[src/rtl/core/lpc_pkg.sv]
package lpc_pkg;

    localparam int GAIN_BITS       = 16;
    localparam int PRESET_BITS     = 12;
    localparam int KICK_COUNT_BITS = 3;
    localparam int CMD_BITS        = 3;
    localparam int REG_INDEX_BITS  = 3;
    localparam int PADDR_BITS      = 5;
    localparam int PDATA_BITS      = 32;

    localparam logic signed [7:0] DRIVE_UP   = 8'sd127;
    localparam logic signed [7:0] DRIVE_DOWN = -8'sd127;
    localparam logic [6:0]        DRIVE_MAX  = 7'd127;

    typedef enum logic [CMD_BITS-1:0] {
        CMD_NONE        = 3'd0,
        CMD_RAISE       = 3'd1,
        CMD_LOWER       = 3'd2,
        CMD_SEEK_HIGH   = 3'd3,
        CMD_SEEK_MID    = 3'd4,
        CMD_SEEK_MIDLOW = 3'd5,
        CMD_SEEK_LOW    = 3'd6
    } cmd_t;

    typedef enum logic [2:0] {
        MODE_IDLE = 3'b001,
        MODE_SEEK = 3'b010,
        MODE_KICK = 3'b100
    } mode_t;

    localparam logic [1:0] SEL_HIGH   = 2'd0;
    localparam logic [1:0] SEL_MID    = 2'd1;
    localparam logic [1:0] SEL_MIDLOW = 2'd2;
    localparam logic [1:0] SEL_LOW    = 2'd3;

    localparam logic [REG_INDEX_BITS-1:0] REG_GAIN_P        = 3'd0;
    localparam logic [REG_INDEX_BITS-1:0] REG_GAIN_I        = 3'd1;
    localparam logic [REG_INDEX_BITS-1:0] REG_GAIN_D        = 3'd2;
    localparam logic [REG_INDEX_BITS-1:0] REG_PRESET_HIGH   = 3'd3;
    localparam logic [REG_INDEX_BITS-1:0] REG_PRESET_MID    = 3'd4;
    localparam logic [REG_INDEX_BITS-1:0] REG_PRESET_MIDLOW = 3'd5;
    localparam logic [REG_INDEX_BITS-1:0] REG_PRESET_LOW    = 3'd6;
    localparam logic [REG_INDEX_BITS-1:0] REG_STOP_BAND     = 3'd7;

    localparam logic [GAIN_BITS-1:0]   GAIN_P_RESET        = 16'd2458;
    localparam logic [GAIN_BITS-1:0]   GAIN_I_RESET        = 16'd4915;
    localparam logic [GAIN_BITS-1:0]   GAIN_D_RESET        = 16'd31;
    localparam logic [PRESET_BITS-1:0] PRESET_HIGH_RESET   = 12'd2670;
    localparam logic [PRESET_BITS-1:0] PRESET_MID_RESET    = 12'd2200;
    localparam logic [PRESET_BITS-1:0] PRESET_MIDLOW_RESET = 12'd2130;
    localparam logic [PRESET_BITS-1:0] PRESET_LOW_RESET    = 12'd1200;
    localparam logic [PRESET_BITS-1:0] STOP_BAND_RESET     = 12'd30;

endpackage

[src/rtl/core/lpc_sample_if.sv]
interface lpc_sample_if #(
    parameter int POSITION_BITS = 12
) ();
    logic                     valid;
    logic                     ready;
    logic [2:0]               command;
    logic                     abort;
    logic [POSITION_BITS-1:0] position;

    modport source (output valid, command, abort, position, input ready);
    modport sink (input valid, command, abort, position, output ready);
endinterface

[src/rtl/core/lpc_motor_if.sv]
interface lpc_motor_if ();
    logic              valid;
    logic              ready;
    logic signed [7:0] drive;
    logic              brake_hold;
    logic              busy_res;

    modport source (output valid, drive, brake_hold, busy_res, input ready);
    modport sink (input valid, drive, brake_hold, busy_res, output ready);
endinterface

[src/rtl/core/lift_preset_pid_controller.sv]
// Lift preset PID controller. One sample item per control tick gives one motor item. The block
// accepts an item in every cycle unless a stalled motor side has filled its stages. The item
// is registered; then the error, the integral and the mode are updated and the three gain
// products are registered; then the products are summed, scaled and saturated into the output
// register. Each stage holds while the stage after it is full and stalled, so an item is still
// accepted while a finished result waits to be taken. Registers are written and read on the
// APB-style port at byte address 4*index; write them only while no item is in flight.
module lift_preset_pid_controller #(
    parameter int KICK_TICKS     = 5,
    parameter int POSITION_BITS  = 12,
    parameter int INTEGRAL_BITS  = 24,
    parameter int GAIN_FRAC_BITS = 12
) (
    input  logic                              clk,
    input  logic                              rst_n,
    lpc_sample_if.sink                        sample,
    lpc_motor_if.source                       motor,
    input  logic                              psel,
    input  logic                              penable,
    input  logic                              pwrite,
    input  logic [lpc_pkg::PADDR_BITS-1:0]    paddr,
    input  logic [lpc_pkg::PDATA_BITS-1:0]    pwdata,
    output logic [lpc_pkg::PDATA_BITS-1:0]    prdata,
    output logic                              pready
);
    import lpc_pkg::*;

    localparam int EW   = ((POSITION_BITS > PRESET_BITS) ? POSITION_BITS : PRESET_BITS) + 1;
    localparam int DW   = EW + 1;
    localparam int SW   = ((INTEGRAL_BITS > EW) ? INTEGRAL_BITS : EW) + 1;
    localparam int PPW  = EW + GAIN_BITS + 1;
    localparam int IPW  = INTEGRAL_BITS + GAIN_BITS + 1;
    localparam int DPW  = DW + GAIN_BITS + 1;
    localparam int ACCW = ((IPW > DPW) ? IPW : DPW) + 2;

    localparam logic signed [INTEGRAL_BITS-1:0] I_MAX = {1'b0, {(INTEGRAL_BITS-1){1'b1}}};
    localparam logic signed [INTEGRAL_BITS-1:0] I_MIN = {1'b1, {(INTEGRAL_BITS-1){1'b0}}};
    localparam logic [KICK_COUNT_BITS-1:0] KICK_LOAD = KICK_COUNT_BITS'(KICK_TICKS);

    logic [GAIN_BITS-1:0]   gain_p_reg, gain_i_reg, gain_d_reg;
    logic [PRESET_BITS-1:0] preset_high_reg, preset_mid_reg, preset_midlow_reg, preset_low_reg;
    logic [PRESET_BITS-1:0] stop_band_reg;
    logic                   cfg_write;

    logic                     s1_valid_reg;
    logic [CMD_BITS-1:0]      cmd_reg;
    logic                     abort_reg;
    logic [POSITION_BITS-1:0] position_reg;

    mode_t                           mode_reg, mode_next;
    logic [1:0]                      target_reg, target_next;
    logic signed [INTEGRAL_BITS-1:0] integral_reg, integral_next;
    logic signed [EW-1:0]            prev_error_reg, prev_error_next;
    logic [KICK_COUNT_BITS-1:0]      kick_count_reg, kick_count_next;
    logic                            hold_reg, hold_next;

    logic                  s2_valid_reg;
    logic                  pid_sel_reg, pid_sel_next;
    logic signed [7:0]     fixed_drive_reg, fixed_drive_next;
    logic                  hold_s2_reg, busy_s2_reg;
    logic signed [PPW-1:0] prod_p_reg, prod_p_next;
    logic signed [IPW-1:0] prod_i_reg, prod_i_next;
    logic signed [DPW-1:0] prod_d_reg, prod_d_next;

    logic              out_valid_reg;
    logic signed [7:0] drive_reg, drive_next;
    logic              brake_reg, busy_reg;

    logic out_en, s2_en, s1_en, s1_move;

    logic [1:0]                      pid_sel_target;
    logic [PRESET_BITS-1:0]          target_value;
    logic signed [EW-1:0]            err;
    logic [EW-1:0]                   err_mag;
    logic signed [INTEGRAL_BITS-1:0] integral_base, integral_pid;
    logic signed [SW-1:0]            integral_sum;
    logic signed [EW-1:0]            prev_base;
    logic signed [DW-1:0]            diff;
    logic                            run_pid, seek_done;
    logic [KICK_COUNT_BITS-1:0]      kick_left;

    logic signed [ACCW-1:0] acc;
    logic [ACCW-1:0]        acc_mag, acc_shift;
    logic [6:0]             drive_mag;

    assign out_en  = !out_valid_reg || motor.ready;
    assign s2_en   = !s2_valid_reg || out_en;
    assign s1_en   = !s1_valid_reg || s2_en;
    assign s1_move = s1_valid_reg && s2_en;

    assign sample.ready = s1_en;

    assign pready    = 1'b1;
    assign cfg_write = psel && penable && pwrite;

    always_ff @(posedge clk or negedge rst_n)
    begin
        if (!rst_n)
        begin
            gain_p_reg        <= GAIN_P_RESET;
            gain_i_reg        <= GAIN_I_RESET;
            gain_d_reg        <= GAIN_D_RESET;
            preset_high_reg   <= PRESET_HIGH_RESET;
            preset_mid_reg    <= PRESET_MID_RESET;
            preset_midlow_reg <= PRESET_MIDLOW_RESET;
            preset_low_reg    <= PRESET_LOW_RESET;
            stop_band_reg     <= STOP_BAND_RESET;
        end
        else if (cfg_write)
        begin
            unique case (paddr[REG_INDEX_BITS+1:2])
                REG_GAIN_P:        gain_p_reg        <= pwdata[GAIN_BITS-1:0];
                REG_GAIN_I:        gain_i_reg        <= pwdata[GAIN_BITS-1:0];
                REG_GAIN_D:        gain_d_reg        <= pwdata[GAIN_BITS-1:0];
                REG_PRESET_HIGH:   preset_high_reg   <= pwdata[PRESET_BITS-1:0];
                REG_PRESET_MID:    preset_mid_reg    <= pwdata[PRESET_BITS-1:0];
                REG_PRESET_MIDLOW: preset_midlow_reg <= pwdata[PRESET_BITS-1:0];
                REG_PRESET_LOW:    preset_low_reg    <= pwdata[PRESET_BITS-1:0];
                REG_STOP_BAND:     stop_band_reg     <= pwdata[PRESET_BITS-1:0];
                default:           ;
            endcase
        end
    end

    always_comb
    begin
        unique case (paddr[REG_INDEX_BITS+1:2])
            REG_GAIN_P:        prdata = PDATA_BITS'(gain_p_reg);
            REG_GAIN_I:        prdata = PDATA_BITS'(gain_i_reg);
            REG_GAIN_D:        prdata = PDATA_BITS'(gain_d_reg);
            REG_PRESET_HIGH:   prdata = PDATA_BITS'(preset_high_reg);
            REG_PRESET_MID:    prdata = PDATA_BITS'(preset_mid_reg);
            REG_PRESET_MIDLOW: prdata = PDATA_BITS'(preset_midlow_reg);
            REG_PRESET_LOW:    prdata = PDATA_BITS'(preset_low_reg);
            REG_STOP_BAND:     prdata = PDATA_BITS'(stop_band_reg);
            default:           prdata = '0;
        endcase
    end

    always_ff @(posedge clk or negedge rst_n)
    begin
        if (!rst_n)
        begin
            s1_valid_reg <= 1'b0;
        end
        else if (s1_en)
        begin
            s1_valid_reg <= sample.valid;
        end
    end

    always_ff @(posedge clk)
    begin
        if (s1_en && sample.valid)
        begin
            cmd_reg      <= sample.command;
            abort_reg    <= sample.abort;
            position_reg <= sample.position;
        end
    end

    // A seek command from idle picks its preset on the same tick as its first PID step.
    always_comb
    begin
        if (mode_reg == MODE_SEEK)
        begin
            pid_sel_target = target_reg;
        end
        else
        begin
            pid_sel_target = 2'(cmd_reg - CMD_SEEK_HIGH);
        end
    end

    always_comb
    begin
        unique case (pid_sel_target)
            SEL_HIGH:   target_value = preset_high_reg;
            SEL_MID:    target_value = preset_mid_reg;
            SEL_MIDLOW: target_value = preset_midlow_reg;
            SEL_LOW:    target_value = preset_low_reg;
            default:    target_value = preset_high_reg;
        endcase
    end

    always_comb
    begin
        err = $signed({{(EW-PRESET_BITS){1'b0}}, target_value})
            - $signed({{(EW-POSITION_BITS){1'b0}}, position_reg});
        err_mag = err[EW-1] ? EW'(-err) : EW'(err);

        integral_base = (mode_reg == MODE_SEEK) ? integral_reg : '0;
        prev_base     = (mode_reg == MODE_SEEK) ? prev_error_reg : '0;

        integral_sum = SW'(integral_base) + SW'(err);
        if (integral_sum > SW'(I_MAX))
        begin
            integral_pid = I_MAX;
        end
        else if (integral_sum < SW'(I_MIN))
        begin
            integral_pid = I_MIN;
        end
        else
        begin
            integral_pid = INTEGRAL_BITS'(integral_sum);
        end
        if (err == '0 || err_mag > EW'(target_value))
        begin
            integral_pid = '0;
        end

        diff = DW'(err) - DW'(prev_base);

        prod_p_next = PPW'(err) * PPW'($signed({1'b0, gain_p_reg}));
        prod_i_next = IPW'(integral_pid) * IPW'($signed({1'b0, gain_i_reg}));
        prod_d_next = DPW'(diff) * DPW'($signed({1'b0, gain_d_reg}));
    end

    always_comb
    begin
        mode_next        = mode_reg;
        target_next      = target_reg;
        integral_next    = integral_reg;
        prev_error_next  = prev_error_reg;
        kick_count_next  = kick_count_reg;
        hold_next        = hold_reg;
        fixed_drive_next = '0;
        run_pid          = 1'b0;
        seek_done        = 1'b0;
        kick_left        = kick_count_reg;

        unique case (mode_reg)
            MODE_IDLE:
            begin
                unique case (cmd_reg)
                    CMD_RAISE:
                    begin
                        fixed_drive_next = DRIVE_UP;
                    end
                    CMD_LOWER:
                    begin
                        fixed_drive_next = DRIVE_DOWN;
                    end
                    CMD_SEEK_HIGH, CMD_SEEK_MID, CMD_SEEK_MIDLOW, CMD_SEEK_LOW:
                    begin
                        mode_next   = MODE_SEEK;
                        target_next = pid_sel_target;
                        run_pid     = 1'b1;
                    end
                    default:
                    begin
                        hold_next = 1'b0;
                    end
                endcase
            end
            MODE_SEEK:
            begin
                if (abort_reg)
                begin
                    seek_done = 1'b1;
                end
                else
                begin
                    run_pid = 1'b1;
                end
            end
            MODE_KICK:
            begin
                if (kick_count_reg != '0)
                begin
                    fixed_drive_next = DRIVE_DOWN;
                    kick_left        = kick_count_reg - KICK_COUNT_BITS'(1);
                end
                kick_count_next = kick_left;
                if (kick_left == '0)
                begin
                    mode_next = MODE_IDLE;
                    hold_next = 1'b1;
                end
            end
            default:
            begin
                mode_next = MODE_IDLE;
            end
        endcase

        if (run_pid)
        begin
            integral_next   = integral_pid;
            prev_error_next = err;
            if (err_mag < EW'(stop_band_reg))
            begin
                seek_done = 1'b1;
            end
        end

        // The low preset finishes with a downward kick instead of going straight to hold.
        if (seek_done)
        begin
            if (pid_sel_target == SEL_LOW && KICK_TICKS > 0)
            begin
                mode_next       = MODE_KICK;
                kick_count_next = KICK_LOAD;
            end
            else
            begin
                mode_next = MODE_IDLE;
                hold_next = 1'b1;
            end
        end

        pid_sel_next = run_pid;
    end

    always_ff @(posedge clk or negedge rst_n)
    begin
        if (!rst_n)
        begin
            mode_reg       <= MODE_IDLE;
            target_reg     <= '0;
            integral_reg   <= '0;
            prev_error_reg <= '0;
            kick_count_reg <= '0;
            hold_reg       <= 1'b0;
        end
        else if (s1_move)
        begin
            mode_reg       <= mode_next;
            target_reg     <= target_next;
            integral_reg   <= integral_next;
            prev_error_reg <= prev_error_next;
            kick_count_reg <= kick_count_next;
            hold_reg       <= hold_next;
        end
    end

    always_ff @(posedge clk or negedge rst_n)
    begin
        if (!rst_n)
        begin
            s2_valid_reg <= 1'b0;
        end
        else if (s2_en)
        begin
            s2_valid_reg <= s1_valid_reg;
        end
    end

    always_ff @(posedge clk)
    begin
        if (s1_move)
        begin
            pid_sel_reg     <= pid_sel_next;
            fixed_drive_reg <= fixed_drive_next;
            hold_s2_reg     <= hold_next;
            busy_s2_reg     <= (mode_next != MODE_IDLE);
            prod_p_reg      <= prod_p_next;
            prod_i_reg      <= prod_i_next;
            prod_d_reg      <= prod_d_next;
        end
    end

    // The scaled drive truncates toward zero, so the shift works on the magnitude.
    always_comb
    begin
        acc       = ACCW'(prod_p_reg) + ACCW'(prod_i_reg) + ACCW'(prod_d_reg);
        acc_mag   = acc[ACCW-1] ? ACCW'(-acc) : ACCW'(acc);
        acc_shift = acc_mag >> GAIN_FRAC_BITS;
        drive_mag = (acc_shift > ACCW'(DRIVE_MAX)) ? DRIVE_MAX : acc_shift[6:0];
        if (!pid_sel_reg)
        begin
            drive_next = fixed_drive_reg;
        end
        else if (acc[ACCW-1])
        begin
            drive_next = -$signed({1'b0, drive_mag});
        end
        else
        begin
            drive_next = $signed({1'b0, drive_mag});
        end
    end

    always_ff @(posedge clk or negedge rst_n)
    begin
        if (!rst_n)
        begin
            out_valid_reg <= 1'b0;
        end
        else if (out_en)
        begin
            out_valid_reg <= s2_valid_reg;
        end
    end

    always_ff @(posedge clk)
    begin
        if (out_en && s2_valid_reg)
        begin
            drive_reg <= drive_next;
            brake_reg <= hold_s2_reg;
            busy_reg  <= busy_s2_reg;
        end
    end

    assign motor.valid      = out_valid_reg;
    assign motor.drive      = drive_reg;
    assign motor.brake_hold = brake_reg;
    assign motor.busy_res   = busy_reg;

endmodule

[src/flat_wrapper.sv]
// flat-port wrapper written by rule: the top's interface ports become plain ports
module lift_preset_pid_controller_flat import lpc_pkg::*;
#(
    parameter int KICK_TICKS     = 5,
    parameter int POSITION_BITS  = 12,
    parameter int INTEGRAL_BITS  = 24,
    parameter int GAIN_FRAC_BITS = 12
)
  (clk, rst_n, psel, penable, pwrite, paddr, pwdata, prdata, pready, sample_valid, sample_command, sample_abort, sample_position, sample_ready, motor_valid, motor_drive, motor_brake_hold, motor_busy_res, motor_ready);
  lpc_sample_if #(.POSITION_BITS(POSITION_BITS)) sample_i ();
  lpc_motor_if motor_i ();
  input  logic clk;
  input  logic rst_n;
  input  logic psel;
  input  logic penable;
  input  logic pwrite;
  input  logic [lpc_pkg::PADDR_BITS-1:0] paddr;
  input  logic [lpc_pkg::PDATA_BITS-1:0] pwdata;
  output logic [lpc_pkg::PDATA_BITS-1:0] prdata;
  output logic pready;
  input wire logic [$bits(sample_i.valid)-1:0] sample_valid;
  input wire logic [$bits(sample_i.command)-1:0] sample_command;
  input wire logic [$bits(sample_i.abort)-1:0] sample_abort;
  input wire logic [$bits(sample_i.position)-1:0] sample_position;
  output wire logic [$bits(sample_i.ready)-1:0] sample_ready;
  output wire logic [$bits(motor_i.valid)-1:0] motor_valid;
  output wire logic [$bits(motor_i.drive)-1:0] motor_drive;
  output wire logic [$bits(motor_i.brake_hold)-1:0] motor_brake_hold;
  output wire logic [$bits(motor_i.busy_res)-1:0] motor_busy_res;
  input wire logic [$bits(motor_i.ready)-1:0] motor_ready;
  assign sample_i.valid = sample_valid;
  assign sample_i.command = sample_command;
  assign sample_i.abort = sample_abort;
  assign sample_i.position = sample_position;
  assign sample_ready = sample_i.ready;
  assign motor_valid = motor_i.valid;
  assign motor_drive = motor_i.drive;
  assign motor_brake_hold = motor_i.brake_hold;
  assign motor_busy_res = motor_i.busy_res;
  assign motor_i.ready = motor_ready;
  lift_preset_pid_controller #(.KICK_TICKS(KICK_TICKS), .POSITION_BITS(POSITION_BITS), .INTEGRAL_BITS(INTEGRAL_BITS), .GAIN_FRAC_BITS(GAIN_FRAC_BITS)) u_core (.clk(clk), .rst_n(rst_n), .sample(sample_i), .motor(motor_i), .psel(psel), .penable(penable), .pwrite(pwrite), .paddr(paddr), .pwdata(pwdata), .prdata(prdata), .pready(pready));
endmodule
[config.mk]
export PLATFORM = sky130hd
export DESIGN_NAME = lift_preset_pid_controller_flat
export DESIGN_NICKNAME = d
export VERILOG_FILES = /design/src/rtl/core/lpc_pkg.sv /design/src/rtl/core/lpc_sample_if.sv /design/src/rtl/core/lpc_motor_if.sv /design/src/rtl/core/lift_preset_pid_controller.sv /design/src/flat_wrapper.sv
export SDC_FILE = /design/constraint.sdc
export NUM_CORES = 2
export LEC_CHECK = 0
export ABC_AREA = 1
export BUFFER_PORTS_ARGS = -buffer_cell sky130_fd_sc_hd__buf_4
export CORE_MARGIN = 2
export CORE_UTILIZATION = 55
export DETAILED_ROUTE_END_ITERATION = 10
export PLACE_DENSITY = 0.76
export SYNTH_ARGS = -nofsm -noshare
export SYNTH_HDL_FRONTEND = slang
export SYNTH_SLANG_ARGS = --single-unit
[constraint.sdc]
create_clock -name clk -period 26.7 [get_ports clk]
set_clock_uncertainty 0.2 [all_clocks]
set_input_delay 0 -clock clk [delete_from_list [all_inputs] [get_ports clk]]
set_output_delay 0 -clock clk [all_outputs]
set_load 0.01 [all_outputs]
==> reports/metrics.yaml <==
die_h_um: 301
insertion_delay_ns: 0.61
status: "finished clean"
critPathKind: "reg2reg"
layout_commonest_cell: "inv_1"
num-nets-final: 7333
fin_tns_setup_ns: 0
synth_seq_cells: 291
drive_gt1_frac: 0.0544
ant_nets: 0
largest_register_ffs: 41
finish.utilization: 0.597
tightest_slew_ns: 1.26
n_fill_cell: 7775
ys_seq_area_frac: 0.165
wl_per_cell_um: 19.4
detail_route.iter0.violations: 4074
drt-vias-per-instance: 5.59
drtPass1Iterations: 10
required_ns: 26.81
worstPathBufferInverterCount: 12
timing.critical_path.to_type: "flip-flop"
path_clk_slew_ns: 0.06
synthCells: 6069
syn_avg_cell_area_um2: 7.99
fin_crit_ns: 15.81
yosys_warnings: 0
core_area_mm2: 0.0870
most-common-layout-cells: "inv_1 (1289), nand2_1 (1266), fa_1 (742), nor2_1 (547), ha_1 (438)"
ys.flop_type: "edfxtp_1"
start_kind: "flip-flop"
worst_path_max_delay_cell: "nor2_1"
path_common_cell: "nand2_1"
io_pins: 105
setup_violations: 0
synth_cell_types: 61
grt_pass1_vias: 41963
rows: 108
critPathMaxStageDelay_ns: 0.83
place_hpwl_um: 112000
syn-cell-area_mm2: 0.0485
rrSetupSlack_ns: 10.89
fin_crit_sh: 0.592
rsz0062_at_grt: "no"
critical_path_depth: 70
synth-edff-count: 134
area_growth_pct: 7.14
hold_viol_final: 0
synthArstFlopShare: 0.540
slew_violations: 0
track_usage: 0.321
cp_top_family: "compound AO/OA/AOI/OAI gates"
cp_max_fo: 134
cts_root_buffer: "clkbuf_16"
die-area_mm2: 0.0906
antenna_found_initial: 5
cts.sinks: 291
drv_cap: 0
numCtsBuffers: 36
start_util: 0.557
endpoint: "u_core.prod_i_reg[37]"
arrival_ns: 15.92
vias: 40707
cts_max_level: 2
reg2reg_to: "u_core.prod_i_reg[37]"
grt_max_degree: 135
grt_pass1_wl_um: 225000
crit_start: "u_core.mode_reg[2]"
wl_um: 141000
globalplace.congestion: 0.981
fmax_mhz: 63.2
portBuffers: 69
drc: 0
die_w_um: 301
hp-class: "in2reg"
ff2ff_path_depth: 70
grt-ovfl-total: 0
cts_setup_buffers: 0
r2r-start: "u_core.mode_reg[2]"
clock_path_buffers: 3
slew_headroom: 0.162
tritoncts: "done"
worst reg2reg max path, delay by kind of cell (launching register included):
kind                       cells  cell delay (ns)
and+or+nand+nor               20             2.83
buffers and inverters         12             3.08
xor gates and xnor gates       2             0.32
DFF                            1             0.42
adders and majority gates      9             3.98
AOI/OAI and AO/OA             27             4.72
per-stage QoR:
step / hold slack [ns] / cells / setup slack, ns / instance area [um2]
final: 0.0127 / 7279 / 10.89 / 52000
after global routing: 0.0162 / 7276 / 9.79 / 52000
after global placement: -0.0828 / 7140 / 11.55 / 49900
after floorplan: -0.496 / 6084 / 14.04 / 48600
after CTS: 0.000199 / 7275 / 11.23 / 51900
after detailed placement: -0.0809 / 7140 / 11.37 / 49900
cell usage after synthesis, drive strengths merged (12+ instances only):
cell type / number / share of area
dfstp: 42 / 0.023
nand2: 1293 / 0.10
a21boi: 17 / 0.0027
buf: 80 / 0.0090
or2: 21 / 0.0027
clkinv: 15 / 0.0012
a21oi: 191 / 0.020
xor2: 92 / 0.017
a31oi: 14 / 0.0018
a221oi: 12 / 0.0022
nor3: 21 / 0.0024
fa: 742 / 0.31
clkbuf: 127 / 0.0099
o21ai: 282 / 0.030
dfrtp: 115 / 0.059
nand3: 363 / 0.039
nand4: 30 / 0.0039
nor2: 571 / 0.046
inv: 1309 / 0.10
xnor2: 54 / 0.0098
o22ai: 29 / 0.0037
edfxtp: 134 / 0.083
ha: 438 / 0.11
final cells by class:
cell class	count	area [um2]	area share
clock buffer	46	1020	0.0196
tap	1155	1450	0.0278
timing repair buffer	178	1530	0.0295
antenna	4	10.0	0.000193
inverter	1324	4980	0.0958
multi-input combinational	4262	34700	0.668
clock inverter	19	272	0.00523
sequential	291	8010	0.154
worst min path at each step:
stage	startpoint	slack (ns)	end	depth (start not counted)
after global routing	pwdata[9]	0.02	u_core.preset_mid_reg[9]	4
after CTS	pwdata[9]	0.0002	u_core.preset_low_reg[9]	4
after global placement	rst_n	-0.08	u_core.preset_low_reg[3]	1
after detailed placement	rst_n	-0.08	u_core.preset_low_reg[3]	1
after floorplan	rst_n	-0.50	u_core.gain_d_reg[10]	0
final	pwdata[9]	0.01	u_core.preset_low_reg[9]	4
cell families after synthesis:
kind of cell | count (synthesis) | share of synthesized area
AND/OR/NAND/NOR | 2316 | 0.198
buffers and inverters | 1531 | 0.121
adder cells (fa/ha/maj) | 1180 | 0.419
AO/OA/AOI/OAI | 603 | 0.0697
flip-flops | 291 | 0.165
XOR/XNOR | 146 | 0.0265
other | 2 | 0.000155
metal layers:
metal	routed length (um)	share of wire	GRT usage	up-vias
li1	-	-	-	18623
met1	56100	0.40	0.424	19598
met2	63000	0.45	0.507	2045
met3	15000	0.11	0.0719	437
met4	7330	0.052	0.145	4
met5	27	0.00019	0	-
timing repair:
action,CTS,global route
endpoints found under the hold margin,242,0
gates resized for setup,0,0
hold buffers,70,0
Power is not shown: default switching activity piles up to over one toggle a cycle in this logic, so the estimate is an artifact.
